`src/rtl/core/rct_pkg.sv`:
```
// Package: register codes, mode bits and types for the root counter timers.
package rct_pkg;

    localparam int NUM_TIMERS = 3;
    localparam int IDX_W      = 2;

    typedef enum logic [2:0] {
        OP_TICK      = 3'd0,
        OP_WR_COUNT  = 3'd1,
        OP_WR_MODE   = 3'd2,
        OP_WR_TARGET = 3'd3,
        OP_RD_COUNT  = 3'd4,
        OP_RD_MODE   = 3'd5,
        OP_RD_TARGET = 3'd6,
        OP_NONE      = 3'd7
    } op_t;

    typedef enum logic [1:0] {
        CFG_CYCLES_PER_LINE = 2'd0,
        CFG_LINES_PER_FRAME = 2'd1,
        CFG_VBLANK_START    = 2'd2,
        CFG_UNUSED          = 2'd3
    } cfg_idx_t;

    localparam logic [15:0] M_DISABLE    = 16'h0001;
    localparam logic [15:0] M_TO_TARGET  = 16'h0008;
    localparam logic [15:0] M_IRQ_TARGET = 16'h0010;
    localparam logic [15:0] M_IRQ_OVF    = 16'h0020;
    localparam logic [15:0] M_IRQ_REPEAT = 16'h0040;
    localparam logic [15:0] M_CLK_A      = 16'h0100;
    localparam logic [15:0] M_CLK_B      = 16'h0200;
    localparam logic [15:0] M_IRQ_REQ    = 16'h0400;
    localparam logic [15:0] M_HIT_TARGET = 16'h0800;
    localparam logic [15:0] M_HIT_OVF    = 16'h1000;
    localparam logic [15:0] M_READ_CLEAR = 16'he7ff;
    localparam logic [15:0] COUNT_MAX    = 16'hffff;

    localparam logic [15:0] RST_CYCLES_PER_LINE = 16'd2146;
    localparam logic [9:0]  RST_LINES_PER_FRAME = 10'd263;
    localparam logic [9:0]  RST_VBLANK_START    = 10'd243;

endpackage

```
`src/rtl/core/root_counter_timers_core.sv`:
```
// Root counter timers: three 16-bit timers plus a scanline base counter.
// An accepted input beat's result beat is registered and shown in the next cycle.
// Throughput: one beat per cycle while out_ready is high; the single output
// register refills in the cycle it is drained; state update sets the rate.
// Reset: rst_n asynchronously clears all timers, the base counter and the
// output valid flag, and loads the default line and frame configuration.
module root_counter_timers_core
    import rct_pkg::*;
(
    input  logic        clk,
    input  logic        rst_n,
    input  logic        cfg_valid,
    output logic        cfg_ready,
    input  logic [1:0]  cfg_index,
    input  logic [15:0] cfg_data,
    input  logic        in_valid,
    output logic        in_ready,
    input  logic [2:0]  operation,
    input  logic [1:0]  counter_index,
    input  logic [15:0] write_data,
    output logic        out_valid,
    input  logic        out_ready,
    output logic [15:0] read_data,
    output logic [2:0]  timer_irq,
    output logic        frame_irq,
    output logic        vblank_level,
    output logic        hsync_pulse
);

    logic [15:0] cycles_per_line_reg;
    logic [9:0]  lines_per_frame_reg;
    logic [9:0]  vblank_start_reg;

    logic [15:0] count_reg    [NUM_TIMERS];
    logic [15:0] prescale_reg [NUM_TIMERS];
    logic [15:0] mode_reg     [NUM_TIMERS];
    logic [15:0] target_reg   [NUM_TIMERS];
    logic        heading_reg  [NUM_TIMERS];
    logic        raised_reg   [NUM_TIMERS];
    logic [15:0] line_cyc_reg;
    logic [9:0]  line_num_reg;
    logic        vblank_reg;

    logic [15:0] count_next    [NUM_TIMERS];
    logic [15:0] prescale_next [NUM_TIMERS];
    logic [15:0] mode_next     [NUM_TIMERS];
    logic [15:0] target_next   [NUM_TIMERS];
    logic        heading_next  [NUM_TIMERS];
    logic        raised_next   [NUM_TIMERS];
    logic [15:0] line_cyc_next;
    logic [9:0]  line_num_next;
    logic        vblank_next;

    logic        out_valid_reg;
    logic [15:0] rd_reg, rd_next;
    logic [2:0]  irq_reg, irq_next;
    logic        frame_reg, frame_next;
    logic        hsync_reg, hsync_next;

    logic        accept;
    op_t         op;

    assign cfg_ready = 1'b1;
    assign in_ready  = !out_valid_reg || out_ready;
    assign accept    = in_valid && in_ready;
    assign op        = op_t'(operation);

    // Configuration registers
    always_ff @(posedge clk or negedge rst_n)
    begin
        if (!rst_n)
        begin
            cycles_per_line_reg <= RST_CYCLES_PER_LINE;
            lines_per_frame_reg <= RST_LINES_PER_FRAME;
            vblank_start_reg    <= RST_VBLANK_START;
        end
        else if (cfg_valid)
        begin
            unique case (cfg_idx_t'(cfg_index))
                CFG_CYCLES_PER_LINE: cycles_per_line_reg <= cfg_data;
                CFG_LINES_PER_FRAME: lines_per_frame_reg <= cfg_data[9:0];
                CFG_VBLANK_START:    vblank_start_reg    <= cfg_data[9:0];
                default: ;
            endcase
        end
    end

    // Timer and base counter update for one beat
    always_comb
    begin
        logic [15:0] rate;
        logic [16:0] p;
        logic [16:0] nx;
        logic [15:0] c;
        logic        sel;
        logic [16:0] lc;
        logic [9:0]  ln;

        rd_next       = '0;
        irq_next      = '0;
        frame_next    = 1'b0;
        hsync_next    = 1'b0;
        line_cyc_next = line_cyc_reg;
        line_num_next = line_num_reg;
        vblank_next   = vblank_reg;
        rate = '0; p = '0; nx = '0; c = '0; sel = 1'b0; lc = '0; ln = '0;

        for (int i = 0; i < NUM_TIMERS; i++)
        begin
            count_next[i]    = count_reg[i];
            prescale_next[i] = prescale_reg[i];
            mode_next[i]     = mode_reg[i];
            target_next[i]   = target_reg[i];
            heading_next[i]  = heading_reg[i];
            raised_next[i]   = raised_reg[i];
            sel = (counter_index == IDX_W'(i));

            if (op == OP_TICK)
            begin
                if (i == 0)
                    rate = ((mode_reg[i] & M_CLK_A) != '0) ? 16'd5 : 16'd1;
                else if (i == 1)
                    rate = ((mode_reg[i] & M_CLK_A) != '0) ? cycles_per_line_reg : 16'd1;
                else
                    rate = ((mode_reg[i] & M_CLK_B) != '0) ? 16'd8 : 16'd1;
                p = {1'b0, prescale_reg[i]} + 17'd1;
                if (i == 2 && (mode_reg[i] & M_DISABLE) != '0)
                begin
                    // frozen
                end
                else if (p < {1'b0, rate})
                begin
                    prescale_next[i] = p[15:0];
                end
                else
                begin
                    prescale_next[i] = '0;
                    nx = {1'b0, count_reg[i]} + 17'd1;
                    if (heading_reg[i] && nx >= {1'b0, target_reg[i]})
                    begin
                        if ((mode_reg[i] & M_TO_TARGET) != '0)
                            nx = nx - {1'b0, target_reg[i]};
                        c = nx[15:0];
                        count_next[i]   = c;
                        heading_next[i] = c < target_reg[i];
                        if ((mode_reg[i] & M_IRQ_TARGET) != '0 &&
                            ((mode_reg[i] & M_IRQ_REPEAT) != '0 || !raised_reg[i]))
                        begin
                            raised_next[i] = 1'b1;
                            irq_next[i]    = 1'b1;
                        end
                        mode_next[i] = mode_reg[i] | M_HIT_TARGET | M_IRQ_REQ;
                    end
                    else if (!heading_reg[i] && nx >= {1'b0, COUNT_MAX})
                    begin
                        nx = nx - {1'b0, COUNT_MAX};
                        c = nx[15:0];
                        count_next[i]   = c;
                        heading_next[i] = c < target_reg[i];
                        if ((mode_reg[i] & M_IRQ_OVF) != '0 &&
                            ((mode_reg[i] & M_IRQ_REPEAT) != '0 || !raised_reg[i]))
                        begin
                            raised_next[i] = 1'b1;
                            irq_next[i]    = 1'b1;
                        end
                        mode_next[i] = mode_reg[i] | M_HIT_OVF | M_IRQ_REQ;
                    end
                    else
                    begin
                        count_next[i] = nx[15:0];
                    end
                end
            end
            else if (sel)
            begin
                unique case (op)
                    OP_WR_COUNT:
                    begin
                        count_next[i]    = write_data;
                        prescale_next[i] = '0;
                        heading_next[i]  = write_data < target_reg[i];
                    end
                    OP_WR_MODE:
                    begin
                        mode_next[i]     = write_data;
                        raised_next[i]   = 1'b0;
                        count_next[i]    = '0;
                        prescale_next[i] = '0;
                        heading_next[i]  = 16'd0 < target_reg[i];
                    end
                    OP_WR_TARGET:
                    begin
                        target_next[i]   = write_data;
                        prescale_next[i] = '0;
                        heading_next[i]  = count_reg[i] < write_data;
                    end
                    OP_RD_COUNT:  rd_next = count_reg[i];
                    OP_RD_MODE:
                    begin
                        rd_next      = mode_reg[i];
                        mode_next[i] = mode_reg[i] & M_READ_CLEAR;
                    end
                    OP_RD_TARGET: rd_next = target_reg[i];
                    default: ;
                endcase
            end
        end

        // Scanline base counter
        if (op == OP_TICK)
        begin
            lc = {1'b0, line_cyc_reg} + 17'd1;
            if (lc[15:0] >= cycles_per_line_reg || lc[15:0] == 16'd0)
            begin
                line_cyc_next = '0;
                hsync_next    = 1'b1;
                ln = line_num_reg + 10'd1;
                line_num_next = ln;
                if (ln == vblank_start_reg)
                    vblank_next = 1'b1;
                if (ln >= lines_per_frame_reg)
                begin
                    line_num_next = '0;
                    vblank_next   = 1'b0;
                    frame_next    = 1'b1;
                end
            end
            else
            begin
                line_cyc_next = lc[15:0];
            end
        end
    end

    // State registers
    always_ff @(posedge clk or negedge rst_n)
    begin
        if (!rst_n)
        begin
            for (int i = 0; i < NUM_TIMERS; i++)
            begin
                count_reg[i]    <= '0;
                prescale_reg[i] <= '0;
                mode_reg[i]     <= '0;
                target_reg[i]   <= '0;
                heading_reg[i]  <= 1'b0;
                raised_reg[i]   <= 1'b0;
            end
            line_cyc_reg <= '0;
            line_num_reg <= '0;
            vblank_reg   <= 1'b0;
        end
        else if (accept)
        begin
            for (int i = 0; i < NUM_TIMERS; i++)
            begin
                count_reg[i]    <= count_next[i];
                prescale_reg[i] <= prescale_next[i];
                mode_reg[i]     <= mode_next[i];
                target_reg[i]   <= target_next[i];
                heading_reg[i]  <= heading_next[i];
                raised_reg[i]   <= raised_next[i];
            end
            line_cyc_reg <= line_cyc_next;
            line_num_reg <= line_num_next;
            vblank_reg   <= vblank_next;
        end
    end

    // Output register
    always_ff @(posedge clk or negedge rst_n)
    begin
        if (!rst_n)
            out_valid_reg <= 1'b0;
        else if (in_ready)
            out_valid_reg <= in_valid;
    end

    always_ff @(posedge clk)
    begin
        if (accept)
        begin
            rd_reg    <= rd_next;
            irq_reg   <= irq_next;
            frame_reg <= frame_next;
            hsync_reg <= hsync_next;
        end
    end

    logic vb_out_reg;
    always_ff @(posedge clk)
    begin
        if (accept)
            vb_out_reg <= vblank_next;
    end

    assign out_valid    = out_valid_reg;
    assign read_data    = rd_reg;
    assign timer_irq    = irq_reg;
    assign frame_irq    = frame_reg;
    assign vblank_level = vb_out_reg;
    assign hsync_pulse  = hsync_reg;

endmodule

```
`config.mk`:
```
export PLATFORM = sky130hd
export DESIGN_NAME = root_counter_timers_core
export DESIGN_NICKNAME = d
export VERILOG_FILES = /design/src/rtl/core/rct_pkg.sv /design/src/rtl/core/root_counter_timers_core.sv
export SDC_FILE = /design/constraint.sdc
export NUM_CORES = 1
export LEC_CHECK = 0
export BUFFER_PORTS_ARGS = -buffer_cell sky130_fd_sc_hd__buf_4
export CAP_MARGIN = 20
export CORE_ASPECT_RATIO = 0.6
export CORE_MARGIN = 5
export CORE_UTILIZATION = 28
export DETAILED_ROUTE_END_ITERATION = 16
export GPL_ROUTABILITY_DRIVEN = 1
export PLACE_DENSITY_LB_ADDON = 0.12
export SLEW_MARGIN = 20
export SYNTH_ARGS = -nofsm -noshare
export SYNTH_HDL_FRONTEND = slang
export SYNTH_SLANG_ARGS = --single-unit
export TNS_END_PERCENT = 20
```
`constraint.sdc`:
```
create_clock -name clk -period 7.1 [get_ports clk]
set_clock_uncertainty 0.1 [all_clocks]
set_input_delay 2.13 -clock clk [delete_from_list [all_inputs] [get_ports clk]]
set_output_delay 2.13 -clock clk [all_outputs]
set_load 0.02 [all_outputs]
```
==> flow_summary_export.csv, run 1 <==
group,metric,value,unit
status,run_status,"finished clean",
timing,number_of_hold_violations_in_the_final_report,0,
timing,grt_setup_unrepaired,"false",
worst_setup_path,cp-endpoint,"heading_reg[0]",
global_route,grtUsageTotal,0.219,
power_and_ir_drop,combinational_cell_fraction_of_total_power,0.503,
logic_synthesis,yosys.area.top_type,"sky130_fd_sc_hd__dfrtp_1",
floorplan,start_util,0.283,
clock_tree,total_of_hold_buffers_inserted_after_clock_tree_synthesis,0,
final_layout,post_route_cells_drive_above_1_share,0.0828,
global_route,grt_pass1_vias,22200,
logic_synthesis,synth_fp_nets,3340,
route,wl,107000,microns
clock_tree,clk_root_buffer_cell,"sky130_fd_sc_hd__clkbuf_16",
worst_setup_path,regToRegSetupSlack,1.24,ns
worst_setup_path,critical_path.startpoint_type,"flop",
floorplan,std_cell_rows,84,
final_layout,multi_input_gate_area,16500,sq um
clock_tree,cts_sinks,284,
logic_synthesis,yosysMostFrequentCell,"sky130_fd_sc_hd__nand2_1",
global_route,global_route.usage.met3,0.0921,
timing,worstMarginPinSlew,1.15,ns
floorplan,chipWidth,395,microns
timing,fmaxAchievable,171,MHz
timing,share_of_the_clock_period_used_by_the_worst_path,0.826,
route,drt-wirelength-per-cell,25.5,microns
logic_synthesis,ys_ff_latch,284,
logic_synthesis,synth_cell_type_count,98,
global_route,met1_usage,0.348,
placement,gp_congestion,0.954,
route,drt-initial-drc-count,2289,
global_route,antenna_found_initial,7,
clock_tree,clk_transition_reported_paths,0.07,ns
logic_synthesis,yosys_most_used_dff,"sky130_fd_sc_hd__dfrtp_1",
worst_setup_path,r2r_cells,21,
worst_hold_path,min_path_type,"flop to flop",
logic_synthesis,yosysTopAreaCellShare,0.249,
logic_synthesis,synth.top_cells.by_count,"sky130_fd_sc_hd__nand2_1, sky130_fd_sc_hd__ha_1, sky130_fd_sc_hd__o21ai_0, sky130_fd_sc_hd__dfrtp_1, sky130_fd_sc_hd__nor2_1",
power_and_ir_drop,internal-power,4.43,mW
worst_setup_path,critPathCaptureType,"flop",
route,vias,23500,
final_layout,finish.instance_area,27600,sq um
placement,detailed_place_hpwl,83600,microns
logic_synthesis,yosysWarningCount,0,
final_layout,area_taken_by_flip_flops_and_latches,7230,sq um
timing,post-route-min-period,5.86,ns
clock_tree,cts_made_buffers,31,
final_layout,finalNetCount,3340,
route,drt_pre_antenna_iters,5,
final_layout,synthToLayoutAreaGrowth,11.1,%
global_route,grt_max_degree,116,
placement,dpl-instance-area,26600,sq um
worst_hold_path,hold_start,"mode_reg[30]",
timing,setup_total_negative_slack,0,ns
power_and_ir_drop,cellPowerDensity,297,nW/um^2
final_layout,fillers,9295,
logic_synthesis,syn_area_per_cell,8.28,sq um
power_and_ir_drop,worst_vdd_drop,0.200,mV
timing,report.final.setup_viol,0,
floorplan,core_region_area,87900,sq um
logic_synthesis,netlist_area,24900,sq um
route,drt_drc,0,
worst_setup_path,worst_ep_arrival_time,6.29,ns
clock_tree,clk_latency,0.63,ns
power_and_ir_drop,pwr-share-seq,0.288,
global_route,global_route.overflow_total,0,
final_layout,insertedDiodeCount,0,
logic_synthesis,number_of_flops_mapped_to_enable_cells_by_yosys,22,
worst_setup_path,timing.critical_path.fanout_max,12,
logic_synthesis,synth_top_cells_by_area,"sky130_fd_sc_hd__dfrtp_1, sky130_fd_sc_hd__ha_1, sky130_fd_sc_hd__nand2_1",
power_and_ir_drop,standby_leakage_power,11.8,nW
clock_tree,cts_tree,"built",
floorplan,io_pins,69,
clock_tree,cts_setup_buffers,0,
global_route,wire_length_of_the_first_global_routing_pass,156000,microns
power_and_ir_drop,clock_power_share,0.209,
worst_setup_path,timing.rr.start,"count_reg[2]",
floorplan,fp.dieH,241,microns
clock_tree,max-clock-path-buffers,3,
worst_setup_path,critical_path.startpoint,"count_reg[2]",
worst_setup_path,path_class,"flop to flop",
power_and_ir_drop,power.share.switching,0.461,
logic_synthesis,synthesis.instances,3006,
floorplan,die_area,95100,sq um
final_layout,utilization,0.315,
worst_setup_path,crit_required,7.53,ns
clock_tree,post_cts_resize_count,0,
power_and_ir_drop,power,8.21,mW
timing,slew_headroom,0.234,
timing,pins_over_their_slew_limit,0,
logic_synthesis,async_reset_ff_frac,0.923,
route,antenna_left,0,
worst_setup_path,critical_path.reg2reg.endpoint,"heading_reg[0]",
placement,io_buffer_count,67,
global_route,grt.met2_usage,0.266,
logic_synthesis,synth.yosys.seq_area_share,0.291,
clock_tree,htree_levels,1,
flow_run,max-cap-violations,0,
route,via_to_cell_ratio,5.60,
global_route,top_usage_layer,"met1",
power_and_ir_drop,switching_power,3.78,mW
## layout make-up
cell class,instances,area share
flip-flops and latches,284,0.262
clock buffers,51,0.0333
well taps,1161,0.0525
clock inverters,6,0.00344
repair buffers,112,0.0314
multi-input cells,2423,0.597
inverters,154,0.0209
## through the flow
stage          cells  hold WS, ns  worst slack (ns)
3_5_place_dp    4132        0.371              1.24
4_1_cts         4189        0.386              1.19
5_1_grt         4191        0.405             0.575
6_report        4191        0.385              1.24
2_1_floorplan   3006        0.345              2.30
3_3_place_gp    4132        0.363              1.20
## placed cells by master, fill, tap and decap left out, types with 42 or more instances in the layout
master / count
sky130_fd_sc_hd__nor2_1: 210
sky130_fd_sc_hd__nand2_1: 362
sky130_fd_sc_hd__buf_4: 109
sky130_fd_sc_hd__xor2_1: 59
sky130_fd_sc_hd__dfrtp_1: 248
sky130_fd_sc_hd__inv_1: 152
sky130_fd_sc_hd__nand3_1: 102
sky130_fd_sc_hd__nand4_1: 50
sky130_fd_sc_hd__nand2b_1: 42
sky130_fd_sc_hd__mux2i_1: 58
sky130_fd_sc_hd__xnor2_1: 102
sky130_fd_sc_hd__nor3_1: 43
sky130_fd_sc_hd__a21oi_1: 203
sky130_fd_sc_hd__a21o_1: 46
sky130_fd_sc_hd__o21ai_0: 265
sky130_fd_sc_hd__ha_1: 287
## worst min-delay path by stage
stage / end / slack (ns) / cells past startpoint
final: mode_reg[30] / 0.38 / 2
after global placement: mode_reg[23] / 0.36 / 2
after global routing: mode_reg[46] / 0.40 / 2
after CTS: mode_reg[47] / 0.39 / 2
after floorplan: mode_reg[41] / 0.34 / 2
after detailed placement: mode_reg[41] / 0.37 / 2
## kinds of logic after synthesis
| group | synth area share |
|---|---|
| simple gates | 0.209 |
| fa+ha+maj | 0.147 |
| flops | 0.291 |
| other cells | 0.000151 |
| compound gates | 0.207 |
| mux | 0.0405 |
| buf+inv | 0.0478 |
| xor+xnor | 0.0580 |
## per-layer routing
metal | up-vias | part of all wire
met4 | 0 | 0.017
li1 | 10900 | -
met2 | 926 | 0.34
met3 | 104 | 0.12
met5 | - | 0
met1 | 11500 | 0.52
## worst max-delay path, stage by stage (launching register included)
cell and delay, ns:
sky130_fd_sc_hd__dfrtp_1 0.61, sky130_fd_sc_hd__ha_1 0.27, sky130_fd_sc_hd__and2_1 0.28, sky130_fd_sc_hd__nand3_1 0.12, sky130_fd_sc_hd__xor2_1 0.30, sky130_fd_sc_hd__inv_1 0.10
sky130_fd_sc_hd__ha_1 0.36, sky130_fd_sc_hd__and4_1 0.23, sky130_fd_sc_hd__a221oi_1 0.62, sky130_fd_sc_hd__nor3_1 0.13, sky130_fd_sc_hd__a211oi_1 0.38, sky130_fd_sc_hd__nor2_1 0.07
sky130_fd_sc_hd__a211oi_1 0.27, sky130_fd_sc_hd__ha_1 0.31, sky130_fd_sc_hd__a21oi_1 0.15, sky130_fd_sc_hd__o21ai_0 0.12, sky130_fd_sc_hd__a21o_1 0.19, sky130_fd_sc_hd__a211oi_1 0.22
sky130_fd_sc_hd__nor2_1 0.07, sky130_fd_sc_hd__a2111oi_0 0.46, sky130_fd_sc_hd__a22oi_1 0.17, sky130_fd_sc_hd__a41oi_1 0.24
## power groups by stage
stage	combinational, mW	sequential, mW	clock, mW
detailed placement	4.01	2.37	0
finish	4.13	2.36	1.71
global placement	3.97	2.37	0
CTS	4.04	2.34	1.76
global route	4.60	2.39	1.82
floorplan	2.92	2.11	0
Note: power is estimated with default switching activity, not from simulation.
==> run 2: changes to the inputs <==
- clock period: 7.1 -> 5.8 ns (I/O delays scaled with it)
==> run 2 against run 1 <==
  * Core utilization is 0.31 points higher
  * Clock power is 26% higher
  * Cell count is 0.76% higher
  * Flip-flop and latch count stayed put
  * Worst setup slack worse by 0.85 ns
  * Die area stayed put
  * Global-route usage is 0.081 points lower
  * Hold slack worse by 0.0020 ns
  * Cell area is 0.97% higher
  * Routed wire length is 0.44% lower
  * Critical path depth stayed put
  * Critical path type unchanged
  * Largest cell class unchanged
  * Highest routed layer unchanged
==> flow_summary_export.csv, run 2 (synthesis results as in run 1) <==
group,metric,value,unit
clock_tree,cts_made_buffers,30,
final_layout,finalNetCount,3369,
placement,dpl-instance-area,26800,sq um
clock_tree,cts_tree,"built",
floorplan,io_pins,69,
placement,dpl.cell_count,4164,
clock_tree,clk_root_buffer_cell,"sky130_fd_sc_hd__clkbuf_16",
clock_tree,cts_setup_buffers,0,
worst_setup_path,path_class,"flop to flop",
final_layout,layout.cells.most_common,"sky130_fd_sc_hd__nand2_1",
worst_hold_path,min_path_type,"flop to flop",
worst_setup_path,critical-path-max-stage-delay,0.51,ns
floorplan,fp.dieH,241,microns
global_route,wire_length_of_the_first_global_routing_pass,155000,microns
clock_tree,max-clock-path-buffers,3,
timing,report.final.setup_viol,0,
final_layout,area_taken_by_flip_flops_and_latches,7240,sq um
clock_tree,post_cts_resize_count,1,
status,run_status,"finished clean",
global_route,global_route.overflow_total,0,
placement,detailed_place_hpwl,83900,microns
global_route,grtUsageTotal,0.218,
clock_tree,total_of_hold_buffers_inserted_after_clock_tree_synthesis,0,
floorplan,chipWidth,395,microns
timing,fmaxAchievable,185,MHz
final_layout,finish.instance_area,27900,sq um
route,via_to_cell_ratio,5.57,
worst_setup_path,slowest_stage,"sky130_fd_sc_hd__dfrtp_1",
timing,slew_headroom,0.259,
route,drt_pre_antenna_iters,7,
global_route,antenna_found_initial,9,
timing,number_of_hold_violations_in_the_final_report,0,
final_layout,multi_input_gate_area,16500,sq um
final_layout,post_route_cells_drive_above_1_share,0.0951,
floorplan,start_util,0.283,
final_layout,final_cell_mix,"sky130_fd_sc_hd__nand2_1, sky130_fd_sc_hd__ha_1, sky130_fd_sc_hd__o21ai_0",
route,drt_drc,0,
placement,gp_congestion,0.946,
worst_setup_path,timing.critical_path.fanout_max,9,
timing,share_of_the_clock_period_used_by_the_worst_path,0.934,
clock_tree,cts_sinks,284,
timing,worstMarginPinSlew,1.10,ns
timing,minimum_hold_slack,0.383,ns
power_and_ir_drop,standby_leakage_power,11.9,nW
power_and_ir_drop,cellPowerDensity,364,nW/um^2
route,vias,23500,
timing,pins_over_their_slew_limit,0,
final_layout,layout.cells.non_filler,4223,
global_route,grt_pass1_vias,22300,
final_layout,synthToLayoutAreaGrowth,12.2,%
worst_setup_path,top_cell_by_count_worst_path,"sky130_fd_sc_hd__ha_1",
placement,io_buffer_count,67,
clock_tree,htree_levels,1,
worst_setup_path,critPathCaptureType,"flop",
clock_tree,clk_latency,0.63,ns
worst_setup_path,critical_path.startpoint_type,"flop",
route,antenna_left,0,
flow_run,max-cap-violations,0,
global_route,grt_max_degree,87,
final_layout,fillers,9337,
route,drt-wirelength-per-cell,25.2,microns
timing,post-route-min-period,5.42,ns
route,wl,106000,microns
worst_setup_path,worst_ep_arrival_time,5.81,ns
route,drt-initial-drc-count,2588,
worst_hold_path,min_delay_path_depth,2,
power_and_ir_drop,power,10.2,mW
worst_setup_path,r2r_cells,21,
floorplan,core_region_area,87900,sq um
floorplan,die_area,95100,sq um
power_and_ir_drop,worst_vdd_drop,0.226,mV
worst_setup_path,path_cells,"ha_1 -> nand2_1 -> nor2_1 -> nand2_1 -> xor2_1 -> inv_1 -> ha_1 -> a211o_1 -> o31ai_4 -> o21ai_0 -> a31oi_1 -> xor2_1 -> a21oi_1 -> ha_1 -> nand4_1 -> nor2_1 -> o21ai_0 -> a21oi_2 -> o31ai_1 -> a21oi_1 -> o22ai_1",
timing,setup_total_negative_slack,0,ns
worst_setup_path,crit_required,6.19,ns
floorplan,std_cell_rows,84,
clock_tree,clk_transition_reported_paths,0.07,ns
-- run 2: path summary, 6_finish.rpt --
kind	slack (ns)	to	from
worst max-delay path	0.38	heading_reg[1]	count_reg[16]
worst min-delay path	0.38	mode_reg[8]	mode_reg[8]
worst max register to register	0.38	heading_reg[1]	count_reg[16]
worst min register to register	0.38	mode_reg[8]	mode_reg[8]
max in group asynchronous	3.46	line_cyc_reg[11]	rst_n
min in group asynchronous	1.00	prescale_reg[10]	rst_n
-- run 2: cell type report --
cell class	count	share of cell area
sequential	284	0.259
timing repair buffer	142	0.0389
tap	1161	0.0520
multi-input combinational	2423	0.592
inverter	154	0.0207
clock buffer	37	0.0289
clock inverter	19	0.00834
antenna	3	0.000269
-- run 2: where the power goes --
group	leakage (nW)	switching (mW)	internal (mW)
sequential	3.57	0.533	2.32
combinational	7.84	3.18	1.99
clock	0.510	0.942	1.21
total	11.9	4.66	5.52
-- run 2: through the flow --
step / util / worst slack, ns
after CTS: 0.317 / 0.214
final: 0.318 / 0.384
after global placement: 0.305 / 0.138
after floorplan: - / 1.00
after global routing: 0.318 / -0.0158
after detailed placement: 0.305 / -0.00840
-- run 2: worst max-delay path: cells and delay by family, from the launching register on --
kind | cells | cell delay, ns
fa+ha+maj | 3 | 1.08
simple gates | 5 | 0.89
compound gates | 10 | 2.11
buf+inv | 1 | 0.12
flops | 1 | 0.51
xor+xnor | 2 | 0.49
-- run 2: layer usage --
metal	track usage	vias to the layer above	share of wire
li1	-	11000	-
met3	0.0817	81	0.12
met2	0.264	872	0.34
met1	0.357	11500	0.53
met4	0.0273	0	0.012
met5	0	-	0
==> run 3: changes to the inputs <==
- MAX_ROUTING_LAYER: unset -> met4
- clock period: 5.8 -> 5.3 ns (I/O delays scaled with it)
==> run 3 against run 2 <==
  * Clock power is 17% higher
  * Combinational power grew 15%
  * Cell count grew 1.3%
  * Global-route usage is 1.2 points higher
  * Via count is 1.5% higher
  * Sequential power increased by 7.7%
  * Hold slack got worse by 0.0055 ns
  * Clock-buffer cell count increased by 7
  * Cell area is 1.8% higher
  * Total power increased by 13%
  * Maximum frequency up 5.9%
  * Core utilization increased by 0.57 points
  * Critical endpoint is now heading_reg[2]
  * Highest routed layer unchanged
==> flow_summary_export.csv, run 3 (synthesis results as in run 1) <==
group,metric,value,unit
global_route,global_route.overflow_total,0,
final_layout,layout.cells.non_filler,4276,
worst_setup_path,r2r_cells,19,
placement,dpl_worst_slack,0.174,ns
power_and_ir_drop,cellPowerDensity,405,nW/um^2
worst_setup_path,regToRegSetupSlack,0.19,ns
worst_setup_path,path_cells,"ha_1 -> nand2_1 -> xor2_1 -> inv_1 -> ha_1 -> o21a_1 -> o31a_1 -> o21ai_1 -> o21ai_1 -> o211ai_1 -> o31ai_1 -> a21oi_1 -> ha_1 -> nand4_1 -> nor4_2 -> nor3_1 -> nor4_1 -> a311oi_1 -> mux2_1",
placement,dpl-instance-area,27200,sq um
placement,detailed_place_hpwl,86400,microns
clock_tree,clk_latency,0.58,ns
floorplan,chipWidth,395,microns
clock_tree,htree_levels,2,
floorplan,std_cell_rows,84,
clock_tree,cts_tree,"built",
clock_tree,cts_sinks,284,
placement,io_buffer_count,67,
route,drt_drc,0,
worst_setup_path,worst_ep_arrival_time,5.47,ns
global_route,antenna_found_initial,7,
floorplan,fp.dieH,241,microns
route,wl,109000,microns
timing,pins_over_their_slew_limit,0,
timing,share_of_the_clock_period_used_by_the_worst_path,0.965,
clock_tree,clk_root_buffer_cell,"sky130_fd_sc_hd__clkbuf_16",
clock_tree,cts_setup_buffers,0,
worst_setup_path,path_class,"flop to flop",
timing,grt_setup_unrepaired,"true",
final_layout,area_taken_by_flip_flops_and_latches,7240,sq um
final_layout,finalNetCount,3418,
timing,worstMarginPinSlew,1.09,ns
clock_tree,max-clock-path-buffers,3,
worst_setup_path,slowest_stage,"sky130_fd_sc_hd__o21ai_1",
route,drt-initial-drc-count,2547,
worst_setup_path,crit_family,"compound AO/OA/AOI/OAI gates",
clock_tree,clk_transition_reported_paths,0.07,ns
flow_run,max-cap-violations,0,
power_and_ir_drop,power,11.5,mW
worst_hold_path,hold_path_end,"mode_reg[41]",
timing,post-route-worst-setup-slack,0.188,ns
route,drt-wirelength-per-cell,25.4,microns
final_layout,layout.cells.most_common,"sky130_fd_sc_hd__nand2_1",
worst_setup_path,critical-path-max-stage-delay,0.52,ns
clock_tree,cts_made_buffers,35,
floorplan,core_region_area,87900,sq um
final_layout,multi_input_gate_area,16600,sq um
placement,gp_congestion,0.975,
power_and_ir_drop,standby_leakage_power,12.2,nW
placement,dpl.cell_count,4208,
final_layout,post_route_cells_drive_above_1_share,0.110,
worst_setup_path,critical_path.startpoint_type,"flop",
route,drt_pre_antenna_iters,5,
global_route,grt_max_degree,88,
worst_setup_path,timing.rr.start,"count_reg[33]",
worst_setup_path,timing.critical_path.fanout_max,6,
timing,number_of_hold_violations_in_the_final_report,0,
worst_setup_path,timing.critical_path.buf_inv,1,
timing,post-route-min-period,5.11,ns
route,vias,23900,
floorplan,io_pins,69,
route,antenna_left,0,
timing,report.final.setup_viol,0,
global_route,wire_length_of_the_first_global_routing_pass,158000,microns
final_layout,synthToLayoutAreaGrowth,14.2,%
timing,slew_headroom,0.274,
worst_setup_path,critical_path.reg2reg.endpoint,"heading_reg[2]",
worst_setup_path,top_cell_by_count_worst_path,"sky130_fd_sc_hd__ha_1",
timing,fmaxAchievable,196,MHz
global_route,grt_pass1_vias,22200,
power_and_ir_drop,worst_vdd_drop,0.189,mV
global_route,grtUsageTotal,0.230,
worst_setup_path,crit_required,5.65,ns
worst_hold_path,min_path_type,"flop to flop",
worst_setup_path,critical_path.startpoint,"count_reg[33]",
status,run_status,"finished clean",
final_layout,fillers,9390,
final_layout,final_cell_mix,"sky130_fd_sc_hd__nand2_1, sky130_fd_sc_hd__ha_1, sky130_fd_sc_hd__o21ai_0",
clock_tree,total_of_hold_buffers_inserted_after_clock_tree_synthesis,0,
worst_hold_path,hold_start,"mode_reg[41]",
worst_setup_path,critPathCaptureType,"flop",
floorplan,start_util,0.283,
final_layout,finish.instance_area,28400,sq um
route,via_to_cell_ratio,5.58,
floorplan,die_area,95100,sq um
worst_hold_path,min_delay_path_depth,2,
[run 3: changes by cell type in the layout (fill, tap and decap cells not counted), sizes merged]
cell	delta
buf	+44
clkbuf	+7
inv	+3
clkinv	-2
diode	+2
bufinv	-1
[run 3: worst max path at each step]
stage	end	slack, ns	depth (start not counted)
finish	heading_reg[2]	0.19	19
global route	heading_reg[2]	-0.07	20
CTS	heading_reg[0]	0.13	19
detailed placement	heading_reg[0]	0.17	19
global placement	heading_reg[0]	0.14	24
floorplan	heading_reg[0]	0.50	22
[run 3: cell type report]
type,count,area share
Multi-Input combinational cell,2423,0.583
Sequential cell,284,0.255
Tap cell,1161,0.0511
Timing Repair Buffer,186,0.0506
Clock buffer,44,0.0324
Inverter,154,0.0203
Clock inverter,19,0.00779
Antenna cell,5,0.000440
[run 3: tightest hold or removal path, cell delays in order (launching register included)]
cell and delay [ns]:
sky130_fd_sc_hd__dfrtp_1 0.34, sky130_fd_sc_hd__nand2_1 0.05, sky130_fd_sc_hd__o21ai_0 0.06
[run 3: through the flow]
step / hold slack, ns / setup TNS [ns] / utilization
after global placement: 0.362 / 0 / 0.309
after global routing: 0.409 / -0.0922 / 0.323
after CTS: 0.382 / 0 / 0.322
after floorplan: 0.345 / 0 / -
after detailed placement: 0.369 / 0 / 0.309
final: 0.377 / 0 / 0.323
[run 3: layer usage]
metal	global-route usage	part of all wire	vias to the layer above	wire [microns]
li1	-	-	11100	-
met1	0.377	0.54	11700	59100
met2	0.269	0.34	936	37300
met3	0.0607	0.099	106	10800
met4	0.0344	0.014	0	1560
met5	-	0	-	0
[run 3: power breakdown]
group	switching [mW]	internal, mW
sequential	0.529	2.54
combinational	3.61	2.31
clock	1.08	1.44
total	5.22	6.29
[run 3: what timing repair did]
item                                    CTS  global route
endpoints found under the hold margin     0             0
resized for setup                         0            16
endpoints found under the setup margin    0             3
